### config.mk
export PLATFORM = sky130hd
export DESIGN_NAME = json_string_unescape
export DESIGN_NICKNAME = d
export VERILOG_FILES = /design/src/sv/jsu_pkg.sv /design/src/sv/jsu_decode.sv /design/src/sv/jsu_out_buf.sv /design/src/sv/json_string_unescape.sv
export VERILOG_INCLUDE_DIRS = /design/src /design/src/sv
export SDC_FILE = /design/constraint.sdc
export NUM_CORES = 1
export LEC_CHECK = 0
export ABC_CLOCK_PERIOD_IN_PS = 10600
export BUFFER_PORTS_ARGS = -buffer_cell sky130_fd_sc_hd__buf_2
export CORE_MARGIN = 3
export CORE_UTILIZATION = 56
export CTS_CLUSTER_DIAMETER = 60
export DETAILED_ROUTE_END_ITERATION = 8
export MAX_ROUTING_LAYER = met4
export PLACE_DENSITY = 0.73
export SLEW_MARGIN = 20
export SYNTH_ARGS = -nofsm -noshare
export SYNTH_HDL_FRONTEND = slang
export SYNTH_HIERARCHICAL = 1
export SYNTH_SLANG_ARGS = --single-unit
### constraint.sdc
create_clock -name clk -period 10.6 [get_ports clk]
set_clock_uncertainty 0.05 [all_clocks]
set_input_delay 1.06 -clock clk [delete_from_list [all_inputs] [get_ports clk]]
set_output_delay 1.06 -clock clk [all_outputs]
set_load 0.01 [all_outputs]
### src/sv/assert_macros.svh
// ----------------------------------------------------------------------------
// assert_macros.svh
// concurrent assertion shorthands, compiled out when ASSERT_OFF is defined
// ----------------------------------------------------------------------------
`ifndef ASSERT_MACROS_SVH
`define ASSERT_MACROS_SVH

`ifndef ASSERT_OFF

// expression holds at every edge outside reset
`define ASSERT_ALWAYS(label, clk, rst, expr) \
  label: assert property (@(posedge clk) disable iff (rst) (expr)) \
    else $error("assertion failed");

// consequent holds in the same cycle as the antecedent
`define ASSERT_IMPLIES(label, clk, rst, ante, cons) \
  label: assert property (@(posedge clk) disable iff (rst) (ante) |-> (cons)) \
    else $error("assertion failed");

// consequent holds in the cycle after the antecedent
`define ASSERT_NEXT(label, clk, rst, ante, cons) \
  label: assert property (@(posedge clk) disable iff (rst) (ante) |=> (cons)) \
    else $error("assertion failed");

`else

`define ASSERT_ALWAYS(label, clk, rst, expr)
`define ASSERT_IMPLIES(label, clk, rst, ante, cons)
`define ASSERT_NEXT(label, clk, rst, ante, cons)

`endif

`endif

### src/sv/jsu_pkg.sv
// ----------------------------------------------------------------------------
// jsu_pkg
// shared types, constants and helper functions of the json string unescaper
// ----------------------------------------------------------------------------
package jsu_pkg;

  // width of the saturating length counters
  localparam int CNT_W = 32;
  // width of the decoded byte limit register
  localparam int CFG_W = 32;
  // width used to compare counters against the limit
  localparam int CMP_W = (CNT_W > CFG_W) ? CNT_W : CFG_W;
  localparam logic [CNT_W-1:0] CNT_MAX = '1;

  // results per source byte
  localparam int RES_MAX   = 4;
  localparam int RES_CNT_W = $clog2(RES_MAX + 1);

  // characters
  localparam logic [7:0] CH_QUOTE  = 8'h22;
  localparam logic [7:0] CH_BSLASH = 8'h5C;
  localparam logic [7:0] CH_SLASH  = 8'h2F;
  localparam logic [7:0] CH_SPACE  = 8'h20;
  localparam logic [7:0] CH_LB     = 8'h62;
  localparam logic [7:0] CH_LF     = 8'h66;
  localparam logic [7:0] CH_LN     = 8'h6E;
  localparam logic [7:0] CH_LR     = 8'h72;
  localparam logic [7:0] CH_LT     = 8'h74;
  localparam logic [7:0] CH_LU     = 8'h75;
  localparam logic [7:0] CH_ZERO   = 8'h30;
  localparam logic [7:0] CH_NINE   = 8'h39;
  localparam logic [7:0] CH_LA     = 8'h61;
  localparam logic [7:0] CH_UA     = 8'h41;
  localparam logic [7:0] CH_UF     = 8'h46;

  // decoded values of the simple escapes
  localparam logic [7:0] CODE_BS  = 8'h08;
  localparam logic [7:0] CODE_FF  = 8'h0C;
  localparam logic [7:0] CODE_LF  = 8'h0A;
  localparam logic [7:0] CODE_CR  = 8'h0D;
  localparam logic [7:0] CODE_TAB = 8'h09;

  // surrogate ranges
  localparam logic [15:0] HI_SUR_FIRST = 16'hD800;
  localparam logic [15:0] HI_SUR_LAST  = 16'hDBFF;
  localparam logic [15:0] LO_SUR_FIRST = 16'hDC00;
  localparam logic [15:0] LO_SUR_LAST  = 16'hDFFF;
  localparam logic [20:0] SUPP_BASE    = 21'h10000;

  // digit positions that end a \u escape and a low surrogate escape
  localparam logic [2:0] HEX_END = 3'd4;
  localparam logic [2:0] LOW_END = 3'd6;

  typedef enum logic [3:0] {
    ST_OK           = 4'd0,
    ST_NO_QUOTE     = 4'd1,
    ST_CONTROL      = 4'd2,
    ST_UNTERMINATED = 4'd3,
    ST_OPEN_ESCAPE  = 4'd4,
    ST_LIMIT        = 4'd5,
    ST_BAD_ESCAPE   = 4'd6,
    ST_SHORT_UNI    = 4'd7,
    ST_BAD_HEX      = 4'd8,
    ST_NO_LOW       = 4'd9,
    ST_BAD_LOW      = 4'd10,
    ST_LONE_LOW     = 4'd11
  } status_t;

  typedef enum logic {
    SCAN_IDLE,
    SCAN_STRING
  } scan_t;

  typedef enum logic [2:0] {
    DM_PLAIN,
    DM_ESC,
    DM_HEX,
    DM_LOW,
    DM_DEAD
  } dmode_t;

  typedef enum logic {
    KIND_BYTE,
    KIND_STATUS
  } kind_t;

  typedef struct packed {
    kind_t      kind;
    logic [7:0] data;
    status_t    status;
  } res_t;

  typedef struct packed {
    logic [RES_CNT_W-1:0]   count;
    res_t [RES_MAX-1:0]     item;
  } res_group_t;

  typedef struct packed {
    logic       ok;
    logic [3:0] val;
  } hex_t;

  typedef struct packed {
    logic [RES_CNT_W-1:0]     count;
    logic [RES_MAX-1:0][7:0]  data;
  } utf8_t;

  function automatic hex_t hex_value(input logic [7:0] b);
    hex_t h;
    h.ok  = 1'b1;
    h.val = 4'd0;
    if (b >= CH_ZERO && b <= CH_NINE) begin
      h.val = b[3:0];
    end else if ((b >= CH_LA && b <= CH_LF) || (b >= CH_UA && b <= CH_UF)) begin
      // low nibble of a..f and A..F is 1..6
      h.val = b[3:0] + 4'd9;
    end else begin
      h.ok = 1'b0;
    end
    return h;
  endfunction

  function automatic utf8_t utf8_encode(input logic [20:0] cp);
    utf8_t u;
    u.data = '0;
    if (cp < 21'h80) begin
      u.count   = RES_CNT_W'(1);
      u.data[0] = cp[7:0];
    end else if (cp < 21'h800) begin
      u.count   = RES_CNT_W'(2);
      u.data[0] = {3'b110, cp[10:6]};
      u.data[1] = {2'b10, cp[5:0]};
    end else if (cp < 21'h10000) begin
      u.count   = RES_CNT_W'(3);
      u.data[0] = {4'b1110, cp[15:12]};
      u.data[1] = {2'b10, cp[11:6]};
      u.data[2] = {2'b10, cp[5:0]};
    end else begin
      u.count   = RES_CNT_W'(4);
      u.data[0] = {5'b11110, cp[20:18]};
      u.data[1] = {2'b10, cp[17:12]};
      u.data[2] = {2'b10, cp[11:6]};
      u.data[3] = {2'b10, cp[5:0]};
    end
    return u;
  endfunction

endpackage

### src/sv/jsu_decode.sv
// ----------------------------------------------------------------------------
// jsu_decode
// per-byte scanner and escape decoder state, yields the results of one byte
// ----------------------------------------------------------------------------
`include "assert_macros.svh"

module jsu_decode import jsu_pkg::*; (
  input  logic             clk,
  input  logic             rst,
  input  logic             step,
  input  logic [7:0]       in_byte,
  input  logic             in_eos,
  input  logic             in_newdoc,
  input  logic [CFG_W-1:0] max_bytes,
  output res_group_t       res
);

  // state registers
  scan_t            scan,        scan_next;
  logic             raw_bs,      raw_bs_next;
  dmode_t           dm,          dm_next;
  logic [2:0]       hex_pos,     hex_pos_next;
  logic [15:0]      hex_acc,     hex_acc_next;
  logic [9:0]       high_sur,    high_sur_next;
  logic             has_esc,     has_esc_next;
  status_t          latched_err, latched_err_next;
  status_t          tent_err,    tent_err_next;
  logic [CNT_W-1:0] raw_len,     raw_len_next;
  logic [CNT_W-1:0] dec_len,     dec_len_next;
  logic [CNT_W-1:0] total,       total_next;

  // escape decoder outputs
  dmode_t      dec_dm;
  logic [2:0]  dec_pos;
  logic [15:0] dec_acc;
  logic [9:0]  dec_hs;
  status_t     dec_tent;
  status_t     dec_lat;
  utf8_t       dec_out;
  hex_t        hv;
  logic [2:0]  pos_inc;
  logic [20:0] cp;
  logic        emit_cp;
  logic        emit_lit;
  logic [7:0]  lit_byte;

  // string level helpers
  logic [CNT_W-1:0] total_base;
  logic [CNT_W:0]   dec_sum;
  logic [CNT_W:0]   total_sum;
  logic [CMP_W-1:0] max_x;
  logic [CMP_W-1:0] total_x;
  logic [CMP_W-1:0] raw_x;
  logic             over_limit;
  status_t          close_err;
  logic             clear;

  // escape decoding of one content byte
  always_comb begin
    dec_dm   = dm;
    dec_pos  = hex_pos;
    dec_acc  = hex_acc;
    dec_hs   = high_sur;
    dec_tent = tent_err;
    dec_lat  = latched_err;
    emit_cp  = 1'b0;
    emit_lit = 1'b0;
    lit_byte = in_byte;
    cp       = {5'd0, hex_acc};
    hv       = hex_value(in_byte);
    pos_inc  = hex_pos + 3'd1;
    unique case (dm)
      DM_PLAIN: begin
        if (in_byte == CH_BSLASH) begin
          dec_dm = DM_ESC;
        end else begin
          emit_lit = 1'b1;
        end
      end
      DM_ESC: begin
        dec_dm = DM_PLAIN;
        unique case (in_byte)
          CH_QUOTE, CH_BSLASH, CH_SLASH: emit_lit = 1'b1;
          CH_LB: begin emit_lit = 1'b1; lit_byte = CODE_BS;  end
          CH_LF: begin emit_lit = 1'b1; lit_byte = CODE_FF;  end
          CH_LN: begin emit_lit = 1'b1; lit_byte = CODE_LF;  end
          CH_LR: begin emit_lit = 1'b1; lit_byte = CODE_CR;  end
          CH_LT: begin emit_lit = 1'b1; lit_byte = CODE_TAB; end
          CH_LU: begin
            dec_dm   = DM_HEX;
            dec_pos  = 3'd0;
            dec_acc  = 16'd0;
            dec_tent = ST_OK;
          end
          default: begin
            dec_lat = ST_BAD_ESCAPE;
            dec_dm  = DM_DEAD;
          end
        endcase
      end
      DM_HEX: begin
        if (!hv.ok) begin
          if (tent_err == ST_OK) begin
            dec_tent = ST_BAD_HEX;
          end
        end else begin
          dec_acc = {hex_acc[11:0], hv.val};
        end
        dec_pos = pos_inc;
        if (pos_inc >= HEX_END) begin
          if (dec_tent != ST_OK) begin
            dec_lat = dec_tent;
            dec_dm  = DM_DEAD;
          end else if (dec_acc >= HI_SUR_FIRST && dec_acc <= HI_SUR_LAST) begin
            dec_hs  = dec_acc[9:0];
            dec_dm  = DM_LOW;
            dec_pos = 3'd0;
            dec_acc = 16'd0;
          end else if (dec_acc >= LO_SUR_FIRST && dec_acc <= LO_SUR_LAST) begin
            dec_lat = ST_LONE_LOW;
            dec_dm  = DM_DEAD;
          end else begin
            emit_cp = 1'b1;
            cp      = {5'd0, dec_acc};
            dec_dm  = DM_PLAIN;
          end
        end
      end
      DM_LOW: begin
        if ((hex_pos == 3'd0 && in_byte != CH_BSLASH) ||
            (hex_pos == 3'd1 && in_byte != CH_LU)) begin
          dec_lat = ST_NO_LOW;
          dec_dm  = DM_DEAD;
        end else begin
          if (hex_pos >= 3'd2) begin
            if (!hv.ok) begin
              if (tent_err == ST_OK) begin
                dec_tent = ST_BAD_LOW;
              end
            end else begin
              dec_acc = {hex_acc[11:0], hv.val};
            end
          end
          dec_pos = pos_inc;
          if (pos_inc >= LOW_END) begin
            if (dec_tent != ST_OK) begin
              dec_lat = dec_tent;
              dec_dm  = DM_DEAD;
            end else if (dec_acc < LO_SUR_FIRST || dec_acc > LO_SUR_LAST) begin
              dec_lat = ST_BAD_LOW;
              dec_dm  = DM_DEAD;
            end else begin
              emit_cp = 1'b1;
              cp      = SUPP_BASE + {1'b0, high_sur, dec_acc[9:0]};
              dec_dm  = DM_PLAIN;
            end
          end
        end
      end
      DM_DEAD: begin
      end
      default: begin
      end
    endcase

    dec_out = '0;
    if (emit_cp) begin
      dec_out = utf8_encode(cp);
    end else if (emit_lit) begin
      dec_out.count   = RES_CNT_W'(1);
      dec_out.data[0] = lit_byte;
    end
  end

  // limit check and running total at the closing quote
  always_comb begin
    total_base = in_newdoc ? '0 : total;
    max_x      = CMP_W'(max_bytes);
    total_x    = CMP_W'(total_base);
    raw_x      = CMP_W'(raw_len);
    over_limit = has_esc && ((total_x > max_x) || (raw_x > max_x - total_x));
    close_err  = latched_err;
    unique case (dm)
      DM_HEX:  close_err = ST_SHORT_UNI;
      DM_LOW:  close_err = ST_NO_LOW;
      DM_ESC:  close_err = ST_BAD_ESCAPE;
      default: close_err = latched_err;
    endcase
    total_sum = {1'b0, total_base} + {1'b0, dec_len};
    dec_sum   = {1'b0, dec_len} + (CNT_W + 1)'(dec_out.count);
  end

  // raw scan and next state
  always_comb begin
    scan_next        = scan;
    raw_bs_next      = raw_bs;
    dm_next          = dm;
    hex_pos_next     = hex_pos;
    hex_acc_next     = hex_acc;
    high_sur_next    = high_sur;
    has_esc_next     = has_esc;
    latched_err_next = latched_err;
    tent_err_next    = tent_err;
    raw_len_next     = raw_len;
    dec_len_next     = dec_len;
    total_next       = total_base;
    clear            = 1'b0;
    res              = '0;

    if (scan == SCAN_IDLE) begin
      if (!in_eos && in_byte == CH_QUOTE) begin
        scan_next = SCAN_STRING;
        clear     = 1'b1;
      end else begin
        res.count          = RES_CNT_W'(1);
        res.item[0].kind   = KIND_STATUS;
        res.item[0].status = ST_NO_QUOTE;
      end
    end else if (in_eos) begin
      res.count          = RES_CNT_W'(1);
      res.item[0].kind   = KIND_STATUS;
      res.item[0].status = raw_bs ? ST_OPEN_ESCAPE : ST_UNTERMINATED;
      scan_next          = SCAN_IDLE;
      clear              = 1'b1;
    end else if (raw_bs || (in_byte != CH_QUOTE && in_byte >= CH_SPACE)) begin
      raw_bs_next      = !raw_bs && (in_byte == CH_BSLASH);
      has_esc_next     = has_esc || (!raw_bs && (in_byte == CH_BSLASH));
      raw_len_next     = (raw_len == CNT_MAX) ? raw_len : raw_len + 1'b1;
      dm_next          = dec_dm;
      hex_pos_next     = dec_pos;
      hex_acc_next     = dec_acc;
      high_sur_next    = dec_hs;
      tent_err_next    = dec_tent;
      latched_err_next = dec_lat;
      dec_len_next     = dec_sum[CNT_W] ? CNT_MAX : dec_sum[CNT_W-1:0];
      res.count        = dec_out.count;
      for (int i = 0; i < RES_MAX; i++) begin
        res.item[i].kind   = KIND_BYTE;
        res.item[i].data   = dec_out.data[i];
        res.item[i].status = ST_OK;
      end
    end else if (in_byte == CH_QUOTE) begin
      res.count        = RES_CNT_W'(1);
      res.item[0].kind = KIND_STATUS;
      if (over_limit) begin
        res.item[0].status = ST_LIMIT;
      end else begin
        res.item[0].status = close_err;
        if (close_err == ST_OK && has_esc) begin
          total_next = total_sum[CNT_W] ? CNT_MAX : total_sum[CNT_W-1:0];
        end
      end
      scan_next = SCAN_IDLE;
      clear     = 1'b1;
    end else begin
      res.count          = RES_CNT_W'(1);
      res.item[0].kind   = KIND_STATUS;
      res.item[0].status = ST_CONTROL;
      scan_next          = SCAN_IDLE;
      clear              = 1'b1;
    end

    if (clear) begin
      raw_bs_next      = 1'b0;
      dm_next          = DM_PLAIN;
      hex_pos_next     = 3'd0;
      hex_acc_next     = 16'd0;
      high_sur_next    = 10'd0;
      has_esc_next     = 1'b0;
      latched_err_next = ST_OK;
      tent_err_next    = ST_OK;
      raw_len_next     = '0;
      dec_len_next     = '0;
    end
  end

  always_ff @(posedge clk) begin
    if (rst) begin
      scan        <= SCAN_IDLE;
      raw_bs      <= 1'b0;
      dm          <= DM_PLAIN;
      hex_pos     <= 3'd0;
      hex_acc     <= 16'd0;
      high_sur    <= 10'd0;
      has_esc     <= 1'b0;
      latched_err <= ST_OK;
      tent_err    <= ST_OK;
      raw_len     <= '0;
      dec_len     <= '0;
      total       <= '0;
    end else if (step) begin
      scan        <= scan_next;
      raw_bs      <= raw_bs_next;
      dm          <= dm_next;
      hex_pos     <= hex_pos_next;
      hex_acc     <= hex_acc_next;
      high_sur    <= high_sur_next;
      has_esc     <= has_esc_next;
      latched_err <= latched_err_next;
      tent_err    <= tent_err_next;
      raw_len     <= raw_len_next;
      dec_len     <= dec_len_next;
      total       <= total_next;
    end
  end

  // a dead decoder always carries the fault that killed it
  `ASSERT_IMPLIES(a_dead_has_error, clk, rst, dm == DM_DEAD, latched_err != ST_OK)
  // a pending raw backslash marks the string as escaped
  `ASSERT_IMPLIES(a_bs_marks_escape, clk, rst, raw_bs, has_esc)
  // outside a string the per-string counters are clear
  `ASSERT_IMPLIES(a_idle_clean, clk, rst, scan == SCAN_IDLE,
                  (raw_len == '0) && (dec_len == '0) && (dm == DM_PLAIN))

endmodule

### src/sv/jsu_out_buf.sv
// ----------------------------------------------------------------------------
// jsu_out_buf
// result register holding the results of one byte, drained one per transfer
// ----------------------------------------------------------------------------
`include "assert_macros.svh"

module jsu_out_buf import jsu_pkg::*; (
  input  logic       clk,
  input  logic       rst,
  input  logic       load,
  input  res_group_t group,
  input  logic       out_stall,
  output logic       out_valid,
  output res_t       head,
  output logic       last,
  output logic       can_load
);

  logic [RES_CNT_W-1:0] cnt;
  res_t                 q [RES_MAX];
  logic                 pop;

  assign out_valid = (cnt != '0);
  assign pop       = out_valid && !out_stall;
  assign head      = q[0];
  assign last      = (cnt == RES_CNT_W'(1));
  assign can_load  = (cnt == '0) || (last && !out_stall);

  always_ff @(posedge clk) begin
    if (rst) begin
      cnt <= '0;
    end else if (load) begin
      cnt <= group.count;
    end else if (pop) begin
      cnt <= cnt - 1'b1;
    end
  end

  always_ff @(posedge clk) begin
    if (load) begin
      for (int i = 0; i < RES_MAX; i++) begin
        q[i] <= group.item[i];
      end
    end else if (pop) begin
      for (int i = 0; i < RES_MAX - 1; i++) begin
        q[i] <= q[i+1];
      end
    end
  end

  `ASSERT_ALWAYS(a_cnt_bound, clk, rst, cnt <= RES_CNT_W'(RES_MAX))
  // a new group only lands once the previous one is gone
  `ASSERT_IMPLIES(a_load_when_free, clk, rst, load,
                  (cnt == '0) || ((cnt == RES_CNT_W'(1)) && pop))
  // draining keeps the result order
  `ASSERT_NEXT(a_shift_order, clk, rst, pop && !load && (cnt > RES_CNT_W'(1)),
               q[0] == $past(q[1]))

endmodule

### src/sv/json_string_unescape.sv
// ----------------------------------------------------------------------------
// json_string_unescape: json string unescaper with utf-8 output
// a byte transfer lands in the input register; it is decoded into the result
//   register once that is free, and its first result is offered from there
// throughput: one byte per cycle unless stalled; n results take n transfers
// reset: synchronous, clears all control state, limit register set to all ones
// ----------------------------------------------------------------------------
module json_string_unescape import jsu_pkg::*; (
  input  logic             clk,
  input  logic             rst,
  // source byte channel
  input  logic             in_valid,
  output logic             in_stall,
  input  logic [7:0]       source_byte,
  input  logic             end_of_source,
  input  logic             new_document,
  // result channel
  output logic             out_valid,
  input  logic             out_stall,
  output logic             kind,
  output logic [7:0]       out_byte,
  output logic [3:0]       status,
  output logic             last,
  // decoded byte limit register
  input  logic             cfg_we,
  input  logic [CFG_W-1:0] cfg_wdata
);

  // input register, one source byte deep
  logic             in_reg_valid;
  logic [7:0]       in_byte;
  logic             in_eos;
  logic             in_newdoc;

  logic             accept;
  logic             step;
  logic             can_load;
  logic [CFG_W-1:0] max_bytes;
  res_group_t       group;
  res_t             head;

  // the held byte is decoded as soon as the result register is free or
  // frees up this cycle, so the input side keeps moving while the last
  // result of the previous byte is still being taken
  assign step     = in_reg_valid && can_load;
  assign in_stall = in_reg_valid && !can_load;
  assign accept   = in_valid && !in_stall;

  always_ff @(posedge clk) begin
    if (rst) begin
      in_reg_valid <= 1'b0;
    end else if (accept) begin
      in_reg_valid <= 1'b1;
    end else if (step) begin
      in_reg_valid <= 1'b0;
    end
  end

  // payload needs no reset, it is qualified by in_reg_valid
  always_ff @(posedge clk) begin
    if (accept) begin
      in_byte   <= source_byte;
      in_eos    <= end_of_source;
      in_newdoc <= new_document;
    end
  end

  // limit on decoded bytes of escaped strings per document
  always_ff @(posedge clk) begin
    if (rst) begin
      max_bytes <= '1;
    end else if (cfg_we) begin
      max_bytes <= cfg_wdata;
    end
  end

  // scanner, escape decoder and length bookkeeping; all results of one
  // byte come out as one group in the same cycle
  jsu_decode u_decode (
    .clk       (clk),
    .rst       (rst),
    .step      (step),
    .in_byte   (in_byte),
    .in_eos    (in_eos),
    .in_newdoc (in_newdoc),
    .max_bytes (max_bytes),
    .res       (group)
  );

  // result register; drains the group one transfer at a time
  jsu_out_buf u_out_buf (
    .clk       (clk),
    .rst       (rst),
    .load      (step),
    .group     (group),
    .out_stall (out_stall),
    .out_valid (out_valid),
    .head      (head),
    .last      (last),
    .can_load  (can_load)
  );

  assign kind     = head.kind;
  assign out_byte = head.data;
  assign status   = head.status;

endmodule

==> flow_metrics.env <==
export IMPL_outcome="finished, final reports clean"
export IMPL_drive_gt1_share_pct=10.50
export IMPL_start_util_pct=57.21
export IMPL_cts_repair_resized=0
export IMPL_cts_buffers=28
export IMPL_area_growth_pct=8.677
export IMPL_crit_arrival_ns=8.16
export IMPL_gp_congestion=0.9825
export IMPL_leakagePower_nw=7.390
export IMPL_period_share_pct=73.33
export IMPL_slew_headroom_pct=25.65
export IMPL_synthArstFlopShare_pct=0
export IMPL_setup_viol=0
export IMPL_cts_root_buf="clkbuf_16"
export IMPL_portBuffers=62
export IMPL_regToRegSetupSlack_ns=2.83
export IMPL_start_kind="register"
export IMPL_critPathCaptureType="register"
export IMPL_ys_seq_area_share_pct=32.49
export IMPL_vdd_drop_max_mv=0.1525
export IMPL_max_freq_mhz=128.6
export IMPL_drt_iter0_drc=1187
export IMPL_syn_area_per_cell_sq_um=8.420
export IMPL_fin_crit_ns=7.773
export IMPL_nNetsFinal=2130
export IMPL_clk_pin_slew_ns=0.06
export IMPL_postSynthCellCount=1961
export IMPL_ant_nets=0
export IMPL_drt_pass1_iterations=5
export IMPL_viasPerCell=6.234
export IMPL_cp_required_ns=10.99
export IMPL_fin_util_pct=62.18
export IMPL_finalSetupTns_ns=0
export IMPL_max_slew_worst_pin_slew_ns=1.113
export IMPL_cap_violations=0
export IMPL_rsz0062_at_grt="no"
export IMPL_cts_setup_buffers=0
export IMPL_grt_pass1_wl_um=70890
export IMPL_ctsLongestPathBuffers=3
export IMPL_grt_max_degree=88
export IMPL_wl_per_cell_um=18.81
export IMPL_synth_edf_count=62
export IMPL_post_synth_num_cell_types=94
export IMPL_dieWidth_um=177.7
export IMPL_hpwl_um=32550
export IMPL_antenna_found_initial=1
export IMPL_synth_ff_type="dfxtp_1"
export IMPL_ctsHtreeMaxLevel=1
export IMPL_ys_seq_elements=237
export IMPL_globalRoute_totalOverflow=0
export IMPL_dieArea_sq_um=31580
export IMPL_io_pins=63
export IMPL_hold_buffers=0
export IMPL_num_rows=62
export IMPL_track_usage_pct=28.14
export IMPL_finalHoldViolations=0
export IMPL_synth_warnings=6
export IMPL_hold_path_class="reg -> reg"
export IMPL_grt_pass1_vias=13975
export IMPL_slew_violations=0
export IMPL_cellPowerDensity_nw_per_um2=142.9
export IMPL_fp_coreArea_sq_um=28860
export IMPL_insertion_delay_ns=0.55
export IMPL_syn_area_sq_um=16510
export IMPL_path_max_fanout=34
export IMPL_finalWirelength_um=44680
export IMPL_cts_sinks=237
export IMPL_dr_total_vias=14811
export IMPL_drc=0
export IMPL_die_height_um=177.7
export IMPL_cts_tree="yes"
export IMPL_worstSetupPathType="reg -> reg"
[final timing paths]
check / cells past startpoint / startpoint / end
min: 2 / u_decode/total[12]$_SDFFE_PP0P_ / u_decode/total[12]$_SDFFE_PP0P_
max reg2reg: 24 / in_newdoc$_DFFE_PP_ / u_decode/total[24]$_SDFFE_PP0P_
max: 24 / in_newdoc$_DFFE_PP_ / u_decode/total[24]$_SDFFE_PP0P_
min reg2reg: 2 / u_decode/total[12]$_SDFFE_PP0P_ / u_decode/total[12]$_SDFFE_PP0P_
[per-stage QoR]
stage               worst slack (ns)  power [mW]  hold slack, ns  cell area [sq um]  cells
floorplan                      4.915       1.413          0.3822              16570   1978
global placement               3.247       1.508          0.3904              16890   2323
detailed placement             3.039       1.519          0.3951              16890   2323
CTS                            2.994       2.584          0.4031              17940   2375
global route                   2.345       2.666          0.4288              17940   2376
finish                         2.827       2.564          0.4059              17940   2376
[synthesized netlist by cell type (all sizes together), types with 44 or more instances]
cell type,number,area (sq um)
nor3,55,286.5
a21o,61,457.9
o21ai,80,400.4
buf,45,339.1
nand3,56,280.3
nor2b,59,376.6
xor2,49,429.2
mux2,44,533.0
clkbuf,68,255.2
dfxtp,175,3503
edfxtp,62,1862
ha,111,1389
nand2b,56,350.3
a21oi,193,973.4
nor2,186,700.7
nand2,139,521.8
inv,80,300.3
[flip-flops by register name, indices dropped and copies added, names as in the netlist, 3 cells and up]
| signal | count |
|---|---|
| u_out_buf/q | 52 |
| u_decode/dec_len | 32 |
| u_decode/hex_acc | 16 |
| u_out_buf/cnt | 3 |
| u_decode/dm | 3 |
| u_decode/hex_pos | 3 |
| u_decode/raw_len | 32 |
| in_byte | 8 |
| max_bytes | 32 |
| u_decode/high_sur | 10 |
| u_decode/latched_err | 4 |
| u_decode/tent_err | 4 |
| u_decode/total | 32 |
[layer usage]
layer / global-route usage (%) / share of wire [%] / up-vias
li1: - / - / 7163
met1: 32.90 / 41 / 7052
met2: 50.04 / 50 / 488
met3: 3.145 / 5.1 / 108
met4: 9.849 / 3.9 / 0
met5: - / 0 / -
[critical path, stage by stage, from the launching register on]
cell and delay [ns]:
edfxtp_1 0.95, nor2b_1 0.21, ha_1 0.26, inv_1 0.07, fa_1 0.21, a21o_1 0.12, a21oi_1 0.12, o21ai_0 0.33
a2111oi_0 0.19, nor3_1 0.58, a21boi_0 0.28, o31ai_1 0.54, a21o_1 0.19, a21oi_1 0.07, xor2_1 0.15, ha_1 0.19
a21o_1 0.15, a21o_1 0.17, a21oi_1 0.14, o21ai_0 0.20, a211oi_1 0.34, a21oi_1 0.22, nor3_1 0.93, nand2_1 0.57
a221oi_1 0.44
[layout by cell type (no fill, tap or decap), drive strengths merged, types with 8 or more instances in the layout]
master	instances
conb	18
o21a	13
clkbuf	39
nand2b	56
nor2b	59
o21bai	12
xor2	49
or3	11
a221oi	22
and3	28
o22ai	12
nand3	56
nand2	139
o211ai	8
inv	82
ha	111
edfxtp	62
buf	74
or2	13
o21ai	80
nand4	22
xnor2	39
a31oi	32
mux2i	10
nor3	55
a211oi	28
dfxtp	175
a2111oi	10
nor2	186
a21o	61
a211o	38
mux2	44
and2	16
a22oi	24
a21oi	193
nor4	11
[kinds of logic (layout without fill, tap and decap cells)]
kind of cell	after synthesis	count (layout)	share of synthesized area (%)
and+or+nand+nor	687	687	21.03
AOI/OAI and AO/OA	587	587	23.76
DFF	237	237	32.49
buffers and inverters	193	206	5.418
adders and majority gates	114	114	8.775
xor gates and xnor gates	88	88	4.668
muxes	54	54	3.835
other	1	19	0.02271
[report_power, final]
group / internal (mW) / total [mW] / leakage [nW] / switching, mW
sequential: 1.04 / 1.08 / 2.02 / 0.0435
combinational: 0.169 / 0.417 / 4.87 / 0.248
clock: 0.658 / 1.06 / 0.506 / 0.405
[final cells by class]
cell class                      count  area (sq um)
Timing Repair Buffer               74         402.9
Tap cell                          384         480.5
Clock buffer                       39         847.1
Fill cell                        2552         10910
Sequential cell                   237          5365
Inverter                           80         300.3
Clock inverter                     13         195.2
Antenna cell                        1         2.502
Multi-Input combinational cell   1548         10350
Power figures use the tool's default switching activity.
